--- config.mk ---
export PLATFORM = sky130hd
export DESIGN_NAME = indexed_insert_delete_array
export DESIGN_NICKNAME = d
export VERILOG_FILES = /design/src/design/iida_pkg.sv /design/src/design/indexed_insert_delete_array.sv /design/src/design/iida_ram.sv
export VERILOG_INCLUDE_DIRS = /design/src /design/src/design
export SDC_FILE = /design/constraint.sdc
export NUM_CORES = 1
export LEC_CHECK = 0
export BUFFER_PORTS_ARGS = -buffer_cell sky130_fd_sc_hd__clkbuf_2
export CAP_MARGIN = 20
export CELL_PAD_IN_SITES_DETAIL_PLACEMENT = 0
export CELL_PAD_IN_SITES_GLOBAL_PLACEMENT = 2
export CORE_MARGIN = 3
export CORE_UTILIZATION = 47
export DETAILED_ROUTE_END_ITERATION = 8
export PLACE_DENSITY = 0.9
export SYNTH_ARGS = -nofsm -noshare
export SYNTH_HDL_FRONTEND = slang
export SYNTH_SLANG_ARGS = --single-unit
--- constraint.sdc ---
create_clock -name clk -period 7.6 [get_ports clk]
set_clock_uncertainty 0.15 [all_clocks]
set_input_delay 0.38 -clock clk [delete_from_list [all_inputs] [get_ports clk]]
set_output_delay 0.38 -clock clk [all_outputs]
set_load 0.01 [all_outputs]
--- src/design/indexed_insert_delete_array_assert.svh ---
// ----------------------------------------------------------------------------
// indexed_insert_delete_array assertion macros
// Concurrent assertion wrappers; they expand to nothing under SYNTHESIS.
// ----------------------------------------------------------------------------
`ifndef INDEXED_INSERT_DELETE_ARRAY_ASSERT_SVH
`define INDEXED_INSERT_DELETE_ARRAY_ASSERT_SVH

`ifndef SYNTHESIS
`define IIDA_ASSERT(lbl, clk, rst_n, prop, msg) \
  lbl: assert property (@(posedge clk) disable iff (!rst_n) prop) else $error(msg);
`define IIDA_ASSERT_NORST(lbl, clk, prop, msg) \
  lbl: assert property (@(posedge clk) prop) else $error(msg);
`else
`define IIDA_ASSERT(lbl, clk, rst_n, prop, msg)
`define IIDA_ASSERT_NORST(lbl, clk, prop, msg)
`endif

`endif

--- src/design/iida_pkg.sv ---
// ----------------------------------------------------------------------------
// iida_pkg
// Shared types and codes of the indexed insert/delete array.
// ----------------------------------------------------------------------------
`default_nettype none

package iida_pkg;

  localparam int CMD_W    = 3;
  localparam int INDEX_W  = 5;
  localparam int VALUE_W  = 32;
  localparam int COUNT_W  = 6;
  localparam int STATUS_W = 2;

  typedef enum logic [CMD_W-1:0] {
    CMD_APPEND    = 3'd0,
    CMD_READ      = 3'd1,
    CMD_INSERT    = 3'd2,
    CMD_OVERWRITE = 3'd3,
    CMD_DELETE    = 3'd4
  } cmd_t;

  typedef enum logic [STATUS_W-1:0] {
    ST_OK    = 2'd0,
    ST_RANGE = 2'd1,
    ST_FULL  = 2'd2
  } status_t;

  typedef enum logic [3:0] {
    S_IDLE  = 4'b0001,
    S_READ  = 4'b0010,
    S_SHIFT = 4'b0100,
    S_PUT   = 4'b1000
  } state_t;

endpackage

`default_nettype wire

--- src/design/indexed_insert_delete_array.sv ---
// ----------------------------------------------------------------------------
// indexed_insert_delete_array
// Ordered word array with append, read, insert, overwrite and delete.
// ----------------------------------------------------------------------------
// A command is taken when start is high and busy is low; each transaction
// gives exactly one result, strobed by out_valid for one cycle in the cycle
// after the command completes, and the receiver cannot stall it. Append,
// overwrite, rejected commands and inserts/deletes that move nothing may
// follow back to back. An insert at index i moves entries i and up in
// S_SHIFT, then writes the new word in S_PUT; a delete moves the entries
// above i down in S_SHIFT. Entries move one per cycle through the single
// RAM write port. Storage sits in one RAM of CAPACITY words; entries are
// read only below the fill count, so no clearing pass is needed after reset.
// ----------------------------------------------------------------------------
`default_nettype none

`include "indexed_insert_delete_array_assert.svh"

module indexed_insert_delete_array #(
  parameter int CAPACITY   = 32,
  parameter int WORD_WIDTH = 32
) (
  input  wire logic                          clk,
  input  wire logic                          rst_n,
  input  wire logic                          start,
  output logic                               busy,
  input  wire logic [iida_pkg::CMD_W-1:0]    in_cmd,
  input  wire logic [iida_pkg::INDEX_W-1:0]  in_index,
  input  wire logic [iida_pkg::VALUE_W-1:0]  in_value_in,
  output logic                               out_valid,
  output logic [iida_pkg::VALUE_W-1:0]       out_read_value,
  output logic [iida_pkg::COUNT_W-1:0]       out_count,
  output logic [iida_pkg::STATUS_W-1:0]      out_status
);

  localparam int AW   = $clog2(CAPACITY);
  localparam int CW   = $clog2(CAPACITY + 1);
  localparam int CMPW = (CW > iida_pkg::INDEX_W) ? CW : iida_pkg::INDEX_W;

  iida_pkg::state_t  state_r, state_nxt;
  logic [CW-1:0]     fill_count_r, fill_count_nxt;
  logic [AW-1:0]     ptr_r, ptr_nxt;
  logic [AW-1:0]     lim_r, lim_nxt;
  logic              dir_up_r, dir_up_nxt;
  logic [WORD_WIDTH-1:0] word_r, word_nxt;

  logic                       out_valid_r, out_valid_nxt;
  logic [iida_pkg::VALUE_W-1:0] out_read_value_r, out_read_value_nxt;
  iida_pkg::status_t          out_status_r, out_status_nxt;

  logic                  ram_we, ram_re;
  logic [AW-1:0]         ram_waddr, ram_raddr;
  logic [WORD_WIDTH-1:0] ram_wdata, ram_rdata;

  logic [CMPW-1:0]       idx_ext, fill_ext;
  logic [AW-1:0]         idx_a, fill_a, fill_m1_a, src_a;
  logic                  in_range, ins_ok, full, accept;
  logic [WORD_WIDTH-1:0] in_word;
  iida_pkg::cmd_t        cmd;

  iida_ram #(
    .WIDTH (WORD_WIDTH),
    .DEPTH (CAPACITY)
  ) u_ram (
    .clk   (clk),
    .we    (ram_we),
    .waddr (ram_waddr),
    .wdata (ram_wdata),
    .re    (ram_re),
    .raddr (ram_raddr),
    .rdata (ram_rdata)
  );

  assign busy      = (state_r != iida_pkg::S_IDLE);
  assign accept    = start && !busy;
  assign cmd       = iida_pkg::cmd_t'(in_cmd);
  assign idx_ext   = CMPW'(in_index);
  assign fill_ext  = CMPW'(fill_count_r);
  assign idx_a     = idx_ext[AW-1:0];
  assign fill_a    = fill_ext[AW-1:0];
  assign fill_m1_a = AW'(fill_count_r - 1'b1);
  assign in_range  = (idx_ext < fill_ext);
  assign ins_ok    = (idx_ext <= fill_ext);
  assign full      = (fill_count_r == CW'(CAPACITY));
  assign in_word   = WORD_WIDTH'(in_value_in);
  assign src_a     = dir_up_r ? (ptr_r - 1'b1) : (ptr_r + 1'b1);

  always_comb begin
    state_nxt          = state_r;
    fill_count_nxt     = fill_count_r;
    ptr_nxt            = ptr_r;
    lim_nxt            = lim_r;
    dir_up_nxt         = dir_up_r;
    word_nxt           = word_r;
    out_valid_nxt      = 1'b0;
    out_read_value_nxt = out_read_value_r;
    out_status_nxt     = out_status_r;
    ram_we             = 1'b0;
    ram_waddr          = idx_a;
    ram_wdata          = in_word;
    ram_re             = 1'b0;
    ram_raddr          = idx_a;

    case (state_r)
      iida_pkg::S_IDLE: begin
        if (accept) begin
          out_read_value_nxt = '0;
          out_status_nxt     = iida_pkg::ST_OK;
          out_valid_nxt      = 1'b1;
          case (cmd)
            iida_pkg::CMD_APPEND: begin
              if (full) begin
                out_status_nxt = iida_pkg::ST_FULL;
              end else begin
                ram_we         = 1'b1;
                ram_waddr      = fill_a;
                fill_count_nxt = fill_count_r + 1'b1;
              end
            end
            iida_pkg::CMD_READ: begin
              if (!in_range) begin
                out_status_nxt = iida_pkg::ST_RANGE;
              end else begin
                ram_re        = 1'b1;
                out_valid_nxt = 1'b0;
                state_nxt     = iida_pkg::S_READ;
              end
            end
            iida_pkg::CMD_INSERT: begin
              if (!ins_ok) begin
                out_status_nxt = iida_pkg::ST_RANGE;
              end else if (full) begin
                out_status_nxt = iida_pkg::ST_FULL;
              end else begin
                fill_count_nxt = fill_count_r + 1'b1;
                if (idx_ext == fill_ext) begin
                  ram_we = 1'b1;
                end else begin
                  ram_re        = 1'b1;
                  ram_raddr     = fill_a - 1'b1;
                  ptr_nxt       = fill_a;
                  lim_nxt       = idx_a;
                  dir_up_nxt    = 1'b1;
                  word_nxt      = in_word;
                  out_valid_nxt = 1'b0;
                  state_nxt     = iida_pkg::S_SHIFT;
                end
              end
            end
            iida_pkg::CMD_OVERWRITE: begin
              if (!in_range) begin
                out_status_nxt = iida_pkg::ST_RANGE;
              end else begin
                ram_we = 1'b1;
              end
            end
            iida_pkg::CMD_DELETE: begin
              if (!in_range) begin
                out_status_nxt = iida_pkg::ST_RANGE;
              end else begin
                fill_count_nxt = fill_count_r - 1'b1;
                if (idx_a != fill_m1_a) begin
                  ram_re        = 1'b1;
                  ram_raddr     = idx_a + 1'b1;
                  ptr_nxt       = idx_a;
                  lim_nxt       = fill_m1_a;
                  dir_up_nxt    = 1'b0;
                  out_valid_nxt = 1'b0;
                  state_nxt     = iida_pkg::S_SHIFT;
                end
              end
            end
            default: begin
            end
          endcase
        end
      end
      iida_pkg::S_READ: begin
        out_valid_nxt      = 1'b1;
        out_read_value_nxt = iida_pkg::VALUE_W'(ram_rdata);
        out_status_nxt     = iida_pkg::ST_OK;
        state_nxt          = iida_pkg::S_IDLE;
      end
      iida_pkg::S_SHIFT: begin
        // rdata holds the entry at src_a; move it into ptr_r
        ram_we    = 1'b1;
        ram_waddr = ptr_r;
        ram_wdata = ram_rdata;
        if (src_a == lim_r) begin
          if (dir_up_r) begin
            state_nxt = iida_pkg::S_PUT;
          end else begin
            out_valid_nxt      = 1'b1;
            out_read_value_nxt = '0;
            out_status_nxt     = iida_pkg::ST_OK;
            state_nxt          = iida_pkg::S_IDLE;
          end
        end else begin
          ram_re    = 1'b1;
          ram_raddr = dir_up_r ? (ptr_r - AW'(2)) : (ptr_r + AW'(2));
          ptr_nxt   = src_a;
        end
      end
      iida_pkg::S_PUT: begin
        ram_we             = 1'b1;
        ram_waddr          = lim_r;
        ram_wdata          = word_r;
        out_valid_nxt      = 1'b1;
        out_read_value_nxt = '0;
        out_status_nxt     = iida_pkg::ST_OK;
        state_nxt          = iida_pkg::S_IDLE;
      end
      default: begin
        state_nxt = iida_pkg::S_IDLE;
      end
    endcase
  end

  always_ff @(posedge clk) begin
    if (!rst_n) begin
      state_r      <= iida_pkg::S_IDLE;
      fill_count_r <= '0;
      out_valid_r  <= 1'b0;
    end else begin
      state_r      <= state_nxt;
      fill_count_r <= fill_count_nxt;
      out_valid_r  <= out_valid_nxt;
    end
  end

  always_ff @(posedge clk) begin
    ptr_r            <= ptr_nxt;
    lim_r            <= lim_nxt;
    dir_up_r         <= dir_up_nxt;
    word_r           <= word_nxt;
    out_read_value_r <= out_read_value_nxt;
    out_status_r     <= out_status_nxt;
  end

  assign out_valid      = out_valid_r;
  assign out_read_value = out_read_value_r;
  assign out_count      = iida_pkg::COUNT_W'(fill_count_r);
  assign out_status     = out_status_r;

  `IIDA_ASSERT(a_fill_bound, clk, rst_n, fill_count_r <= CW'(CAPACITY),
               "fill count above capacity")
  `IIDA_ASSERT(a_strobe_idle, clk, rst_n, out_valid |-> !busy,
               "result strobed while a transaction is still in progress")
  `IIDA_ASSERT(a_no_rw_clash, clk, rst_n, (ram_we && ram_re) |-> (ram_waddr != ram_raddr),
               "RAM read and write to the same entry in one cycle")
  `IIDA_ASSERT(a_full_status, clk, rst_n,
               (out_valid && out_status_r == iida_pkg::ST_FULL) |->
                 (fill_count_r == CW'(CAPACITY)),
               "full status reported while the array is not full")
  `IIDA_ASSERT_NORST(a_reset_quiet, clk, !rst_n |=> !out_valid,
                     "result strobe right after reset")

endmodule

`default_nettype wire

--- src/design/iida_ram.sv ---
// ----------------------------------------------------------------------------
// iida_ram
// Generic single-write, single-read synchronous RAM with registered read.
// ----------------------------------------------------------------------------
`default_nettype none

module iida_ram #(
  parameter int WIDTH = 32,
  parameter int DEPTH = 32
) (
  input  wire logic                     clk,
  input  wire logic                     we,
  input  wire logic [$clog2(DEPTH)-1:0] waddr,
  input  wire logic [WIDTH-1:0]         wdata,
  input  wire logic                     re,
  input  wire logic [$clog2(DEPTH)-1:0] raddr,
  output logic      [WIDTH-1:0]         rdata
);

  logic [WIDTH-1:0] mem [DEPTH];
  logic [WIDTH-1:0] rdata_r;

  always_ff @(posedge clk) begin
    if (we) begin
      mem[waddr] <= wdata;
    end
    if (re) begin
      rdata_r <= mem[raddr];
    end
  end

  assign rdata = rdata_r;

endmodule

`default_nettype wire
* Yosys cells after proc, flatten, opt, wreduce, memory -nomap -nowiden
Memory sizes are Yosys's and may differ from the RTL's. A register that Yosys moved wholly into a read port is not among the register bits.
Index checks and enable logic that the tools add are counted.
** Storage, ports and cells
- Bits in registers :: 88
- RAM bits :: 1024
- Input port bits :: 43
- Output and inout port bits :: 42
- Word-level logic and storage cells :: 163
- Memories :: 1
** Memory list
- u_ram.mem :: depth 32, width 32, rd ports 1, clocked after memory_dff 1, wr ports 1, line iida_ram.sv:20 : logic [WIDTH-1:0] mem [DEPTH];
** Operators by class
- Add/sub/neg operators :: 8
- Order comparisons :: 2
- Equal/unequal tests :: 30
- Muxes and demuxes :: 93
- Bitwise operators :: 2
- Reductions and logical operators :: 18
** Operator list (number)
- one-hot mux 32 bit (4 select lines) :: 1
- two-way mux 5 bit :: 24
- two-way mux 32 bit :: 3
- one-hot mux 32 bit (2 select lines) :: 1
- one-hot mux 5 bit (2 select lines) :: 5
- two-way mux 4 bit :: 9
- two-way mux 1 bit :: 29
- two-way mux 6 bit :: 3
- != test 2 bit (second input constant) :: 9
- != test 3 bit (second input constant) :: 6
- one-hot mux 6 bit (3 select lines) :: 1
- AND reduction 9 bit :: 2
- one-hot mux 5 bit (3 select lines) :: 1
- one-hot mux 1 bit (3 select lines) :: 4
- one-hot mux 2 bit (3 select lines) :: 2
- one-hot mux 4 bit (3 select lines) :: 1
- adder 5 x 1 -> 5 bit (second input constant) :: 2
- two-way mux 2 bit :: 5
- subtractor 5 x 1 -> 5 bit (second input constant) :: 2
- != test 4 x 1 -> 1 bit (second input constant) :: 2
- one-hot mux 4 bit (2 select lines) :: 1
- AND reduction 4 bit :: 2
- AND reduction 8 bit :: 1
- adder 6 x 1 -> 6 bit (second input constant) :: 1
- 29 further kinds :: 36

* Longest topological paths before layout
- Word-level depth :: 9
- Depth in mapped cells :: 17
- Mapped depth without buffers :: 12

* Cells and area by module
A second synthesis with hierarchy kept.
** Unflattened totals
- Cells, all modules :: 2753
- Area, all modules :: 45912.8 um2
** By module, submodules not included
- iida_ram :: times used 1, cells each 2260, area each 40812.9 um2, seq. area each 31710.4 um2
- indexed_insert_delete_array :: times used 1, cells each 493, area each 5099.9 um2, seq. area each 2532.4 um2

* Worst setup path before layout
Ideal clock, no wire load.
- Kind :: reg2reg
- Start point :: register fill_count_r[3] (netlist: out_count[3])
- End point :: memory u_ram.mem[18][0], enable pin
- Library setup time :: 0.468 ns
- Data arrival time :: 4.787 ns
- Data required time :: 6.982 ns
- Slack :: 2.195 ns
- Cell stages (with the launch flop) :: 10
- Buffers on the path :: 1
- Clock period less this slack :: 5.405 ns
- Path through :: dfxtp_1 inv_1 ha_1 a211oi_1 a211o_1 clkbuf_1 a32oi_1 o31ai_1 nand3_1 nor3b_1
** On the way
- Word-level cells in the longest chain between the ends :: 9
- Elaborated cells between the ends (all ways) :: 18
** Ends and longest elaborated chain
- start: declaration :: line indexed_insert_delete_array.sv:41 : logic [CW-1:0] fill_count_r, fill_count_nxt;
- start signal: assignment :: line indexed_insert_delete_array.sv:226 : fill_count_r <= fill_count_nxt;
- parallel branches: the longest is 9 deep, another holds less-than comparator 5 x 6 -> 1 bit
- end: declaration :: line iida_ram.sv:20
Several ways; the timed one is not identified.

* Worst setup path in the final report
- Start point :: register dir_up_r
- End point :: register u_ram.rdata_r[7] (netlist: u_ram.rdata[7]) (read register of u_ram.mem) (data pin)
** On the way
- Word-level cells in the longest chain between the ends :: 4
- Elaborated cells between the ends (all ways) :: 7
** Ends and longest elaborated chain
- start: declaration :: line indexed_insert_delete_array.sv:44 : logic dir_up_r, dir_up_nxt;
- start signal: assignment :: line indexed_insert_delete_array.sv:234 : dir_up_r <= dir_up_nxt;
- two-way mux 5 bit :: line indexed_insert_delete_array.sv:86 : assign src_a = dir_up_r ? (ptr_r - 1'b1) : (ptr_r + 1'b1);
- equality test 5 bit :: line indexed_insert_delete_array.sv:189 : if (src_a == lim_r) begin
- two-way mux 5 bit / two-way mux 1 bit (equally long branches) :: line indexed_insert_delete_array.sv:189
- one-hot mux 5 bit (2 select lines) / one-hot mux 1 bit (2 select lines) (equally long branches) :: line indexed_insert_delete_array.sv:104 : case (state_r)
- end: declaration :: line iida_ram.sv:21 : logic [WIDTH-1:0] rdata_r;
Several ways; a longest one is shown, not always the timed one.
A chain may end at the register's enable or synchronous reset.

==> reports/metrics.yaml <==
final-hold-violation-count: 0
core.rowCount: 114
starting_density_of_the_core: 0.476
holdCritPathClass: "primary input to flip-flop"
worstSetupPathType: "flip-flop to flip-flop"
worst_skew_pair.late_latency_ps: 700
tritoncts: "done"
drt_drc_violations_left: 0
rsz_0062_raised_after_global_routing: "false"
syn-instance-count: 2942
setup.worst_path.start: "dir_up_r$_DFFE_PP_"
cts-buffers-inserted: 113
ff_latch_count_synth: 1144
synth_area_leaders: "sky130_fd_sc_hd__edfxtp_1 (74%), sky130_fd_sc_hd__mux2i_1 (7.6%), sky130_fd_sc_hd__nand2_1 (3.4%)"
synth_most_common_cell: "sky130_fd_sc_hd__edfxtp_1"
postCtsSetupBuffers: 0
tns_ps: 0
maxSlewViolCount: 0
gp_congestion: 0.844
ys.warnings.count: 0
fmaxAchievable_mhz: 165
clkSlewWorstSetupHoldPaths_ps: 60
cp.arrival_ps: 6330
grt_start_max_net_pins: 199
buffer_ports.inserted: 84
layout_min_cycle_time_ps: 6050
synth_area_um2: 46300
worstSetupEndpointType: "flip-flop"
worst-slew-pin-transition_ps: 1110
fp.coreArea_um2: 97100
detail-route-antenna-nets: 0
grt.overflow.total: 0
wire_per_inst_um: 27.5
worst_hold_start: "in_index[1]"
launching_point_of_the_worst_reg2reg_path: "dir_up_r$_DFFE_PP_"
detail_route.first_pass.iterations: 6
number_of_cells_in_the_design_after_placement: 4187
cts_max_path_bufs: 3
die_area_um2: 102000
wl_mm: 122
first_global_vias: 26500
grt_antenna_before_repair: 2
routed-via-count: 27100
r2r_slack_ps: 1550
die_width_um: 320
die-height_um: 320
fin_cells: 4429
max_cap_violations: 0
post_synth.cell_area_avg_um2: 15.7
post_synth_most_frequent_cells: "sky130_fd_sc_hd__edfxtp_1 (1133), sky130_fd_sc_hd__nand2_1 (421), sky130_fd_sc_hd__mux2i_1 (352), sky130_fd_sc_hd__clkbuf_1 (90), sky130_fd_sc_hd__nand3_1 (80)"
slew_headroom: 0.261
cts-root-buf: "sky130_fd_sc_hd__clkbuf_16"
detailedRoute.firstIterationViolations: 3196
worst_ep_required_ps: 7880
clock_sink_count: 1144
path_max_fanout: 62
synth_largest_type_area_fraction: 0.735
post_drt_via_cell_ratio: 6.13
vdd.ir_drop.worst_mv: 0.193
synth_cell_type_count: 71
htreeDepth: 3
post-route-period-util: 0.797
synthArstFlopShare: 0
synth_flop_cell: "sky130_fd_sc_hd__edfxtp_1"
ioPinCount: 85
startpoint_type: "flip-flop"
cell_accounting_for_the_most_synthesized_area: "sky130_fd_sc_hd__edfxtp_1"
place_hpwl_mm: 67.2
ys_seq_area_frac: 0.740
report.final.setup_viol: 0
power.density_nw_per_um2: 258
drive_above_1_share: 0.128
power.leakage_nw: 17.7
global_route.usage.total: 0.235
areaGrowthSynthToFinish_pct: 13.3
nNetsFinal: 3122
status: "completed"
synth-edff-count: 1133
first_pass_grt_wire_length_mm: 177
synth.net_count: 2998
## area by class of cell
type | count | area [um2]
fillers | 7570 | 44700
repair buffers | 195 | 1430
inverters | 14 | 52.6
well taps | 1276 | 1600
clock inverters | 56 | 586
clock buffers | 145 | 3000
multi-input cells | 1598 | 11500
diodes | 1 | 2.50
flip-flops and latches | 1144 | 34200
## metrics by stage
step / power, mW / setup slack, ps / instance area [um2] / utilization / hold slack (ps)
floorplan: 7.86 / 2200 / 46300 / - / 329
global placement: 8.19 / 1790 / 48300 / 0.498 / 407
detailed placement: 8.22 / 1580 / 48400 / 0.498 / 429
CTS: 13.6 / 1590 / 52300 / 0.539 / 4.33
global route: 13.9 / 1300 / 52400 / 0.539 / 89.2
finish: 13.5 / 1550 / 52400 / 0.539 / 45.8
## worst max-delay path: stages (launching register included)
cell and delay, ps:
sky130_fd_sc_hd__edfxtp_1 600, sky130_fd_sc_hd__ha_1 360, sky130_fd_sc_hd__a21o_1 190, sky130_fd_sc_hd__a21oi_2 190
sky130_fd_sc_hd__xnor3_1 270, sky130_fd_sc_hd__nor4_1 590, sky130_fd_sc_hd__o211ai_1 310, sky130_fd_sc_hd__nor2_4 400
sky130_fd_sc_hd__buf_4 700, sky130_fd_sc_hd__buf_4 930, sky130_fd_sc_hd__mux2i_1 320, sky130_fd_sc_hd__a221oi_2 110
sky130_fd_sc_hd__a22oi_1 380, sky130_fd_sc_hd__nand4_1 130
## state kept, by name, indices dropped and copies added (netlist names)
register and cells:
word_r 32, out_count 6, out_read_value 32, out_status 2
u_ram.mem 1024, ptr_r 5, dir_up_r 1, u_ram.rdata 32
out_valid 1, state_r 4, lim_r 5
## power by group
group	switching (mW)	total, mW	internal, mW
combinational	0.746	1.09	0.343
clock	2.32	5.40	3.09
sequential	0.0260	7.03	7.00
total	3.09	13.5	10.4
## layer usage
metal  vias to the layer above  GRT usage  wire length (um)
met3                       224     0.0390             10600
met5                         -          0                 0
met2                      1311      0.376             57100
li1                      11800          -                 -
met1                     13800      0.329             50200
met4                         0     0.0786              3780
## layout by cell type (no fill, tap or decap), types with 33 or more instances in the layout
master,n
sky130_fd_sc_hd__clkbuf_16,113
sky130_fd_sc_hd__a22oi_1,64
sky130_fd_sc_hd__nand3_1,79
sky130_fd_sc_hd__nor3b_1,66
sky130_fd_sc_hd__a311oi_1,64
sky130_fd_sc_hd__a211oi_1,68
sky130_fd_sc_hd__nand4_1,70
sky130_fd_sc_hd__dlygate4sd3_1,38
sky130_fd_sc_hd__a221oi_1,36
sky130_fd_sc_hd__o21ai_1,59
sky130_fd_sc_hd__nor2_4,36
sky130_fd_sc_hd__a32oi_1,33
sky130_fd_sc_hd__clkbuf_2,84
sky130_fd_sc_hd__edfxtp_1,1133
sky130_fd_sc_hd__nand2_1,421
sky130_fd_sc_hd__buf_4,68
sky130_fd_sc_hd__mux2i_1,352
sky130_fd_sc_hd__and2_1,40
## cell families after synthesis
kind of cell,synth area share
DFF,0.740
and+or+nand+nor,0.0808
AOI/OAI and AO/OA,0.0735
muxes,0.0762
buffers and inverters,0.0196
xor gates and xnor gates,0.00581
adders and majority gates,0.00384
## repair_timing
action                     4_1_cts  5_1_grt
setup endpoints to repair        0        0
hold buffers                    38        0
resized for setup                0        0
hold endpoints to repair        47        0
## path summary, 6_finish.rpt
| path | to | cells past startpoint |
|---|---|---|
| max | u_ram.rdata[7]$_DFFE_PP_ | 13 |
| min | lim_r[1]$_DFFE_PP_ | 3 |
| max reg2reg | u_ram.rdata[7]$_DFFE_PP_ | 13 |
| min reg2reg | out_read_value[4]$_SDFFCE_PN0P_ | 1 |
Note: power is estimated with default switching activity, not from simulation.
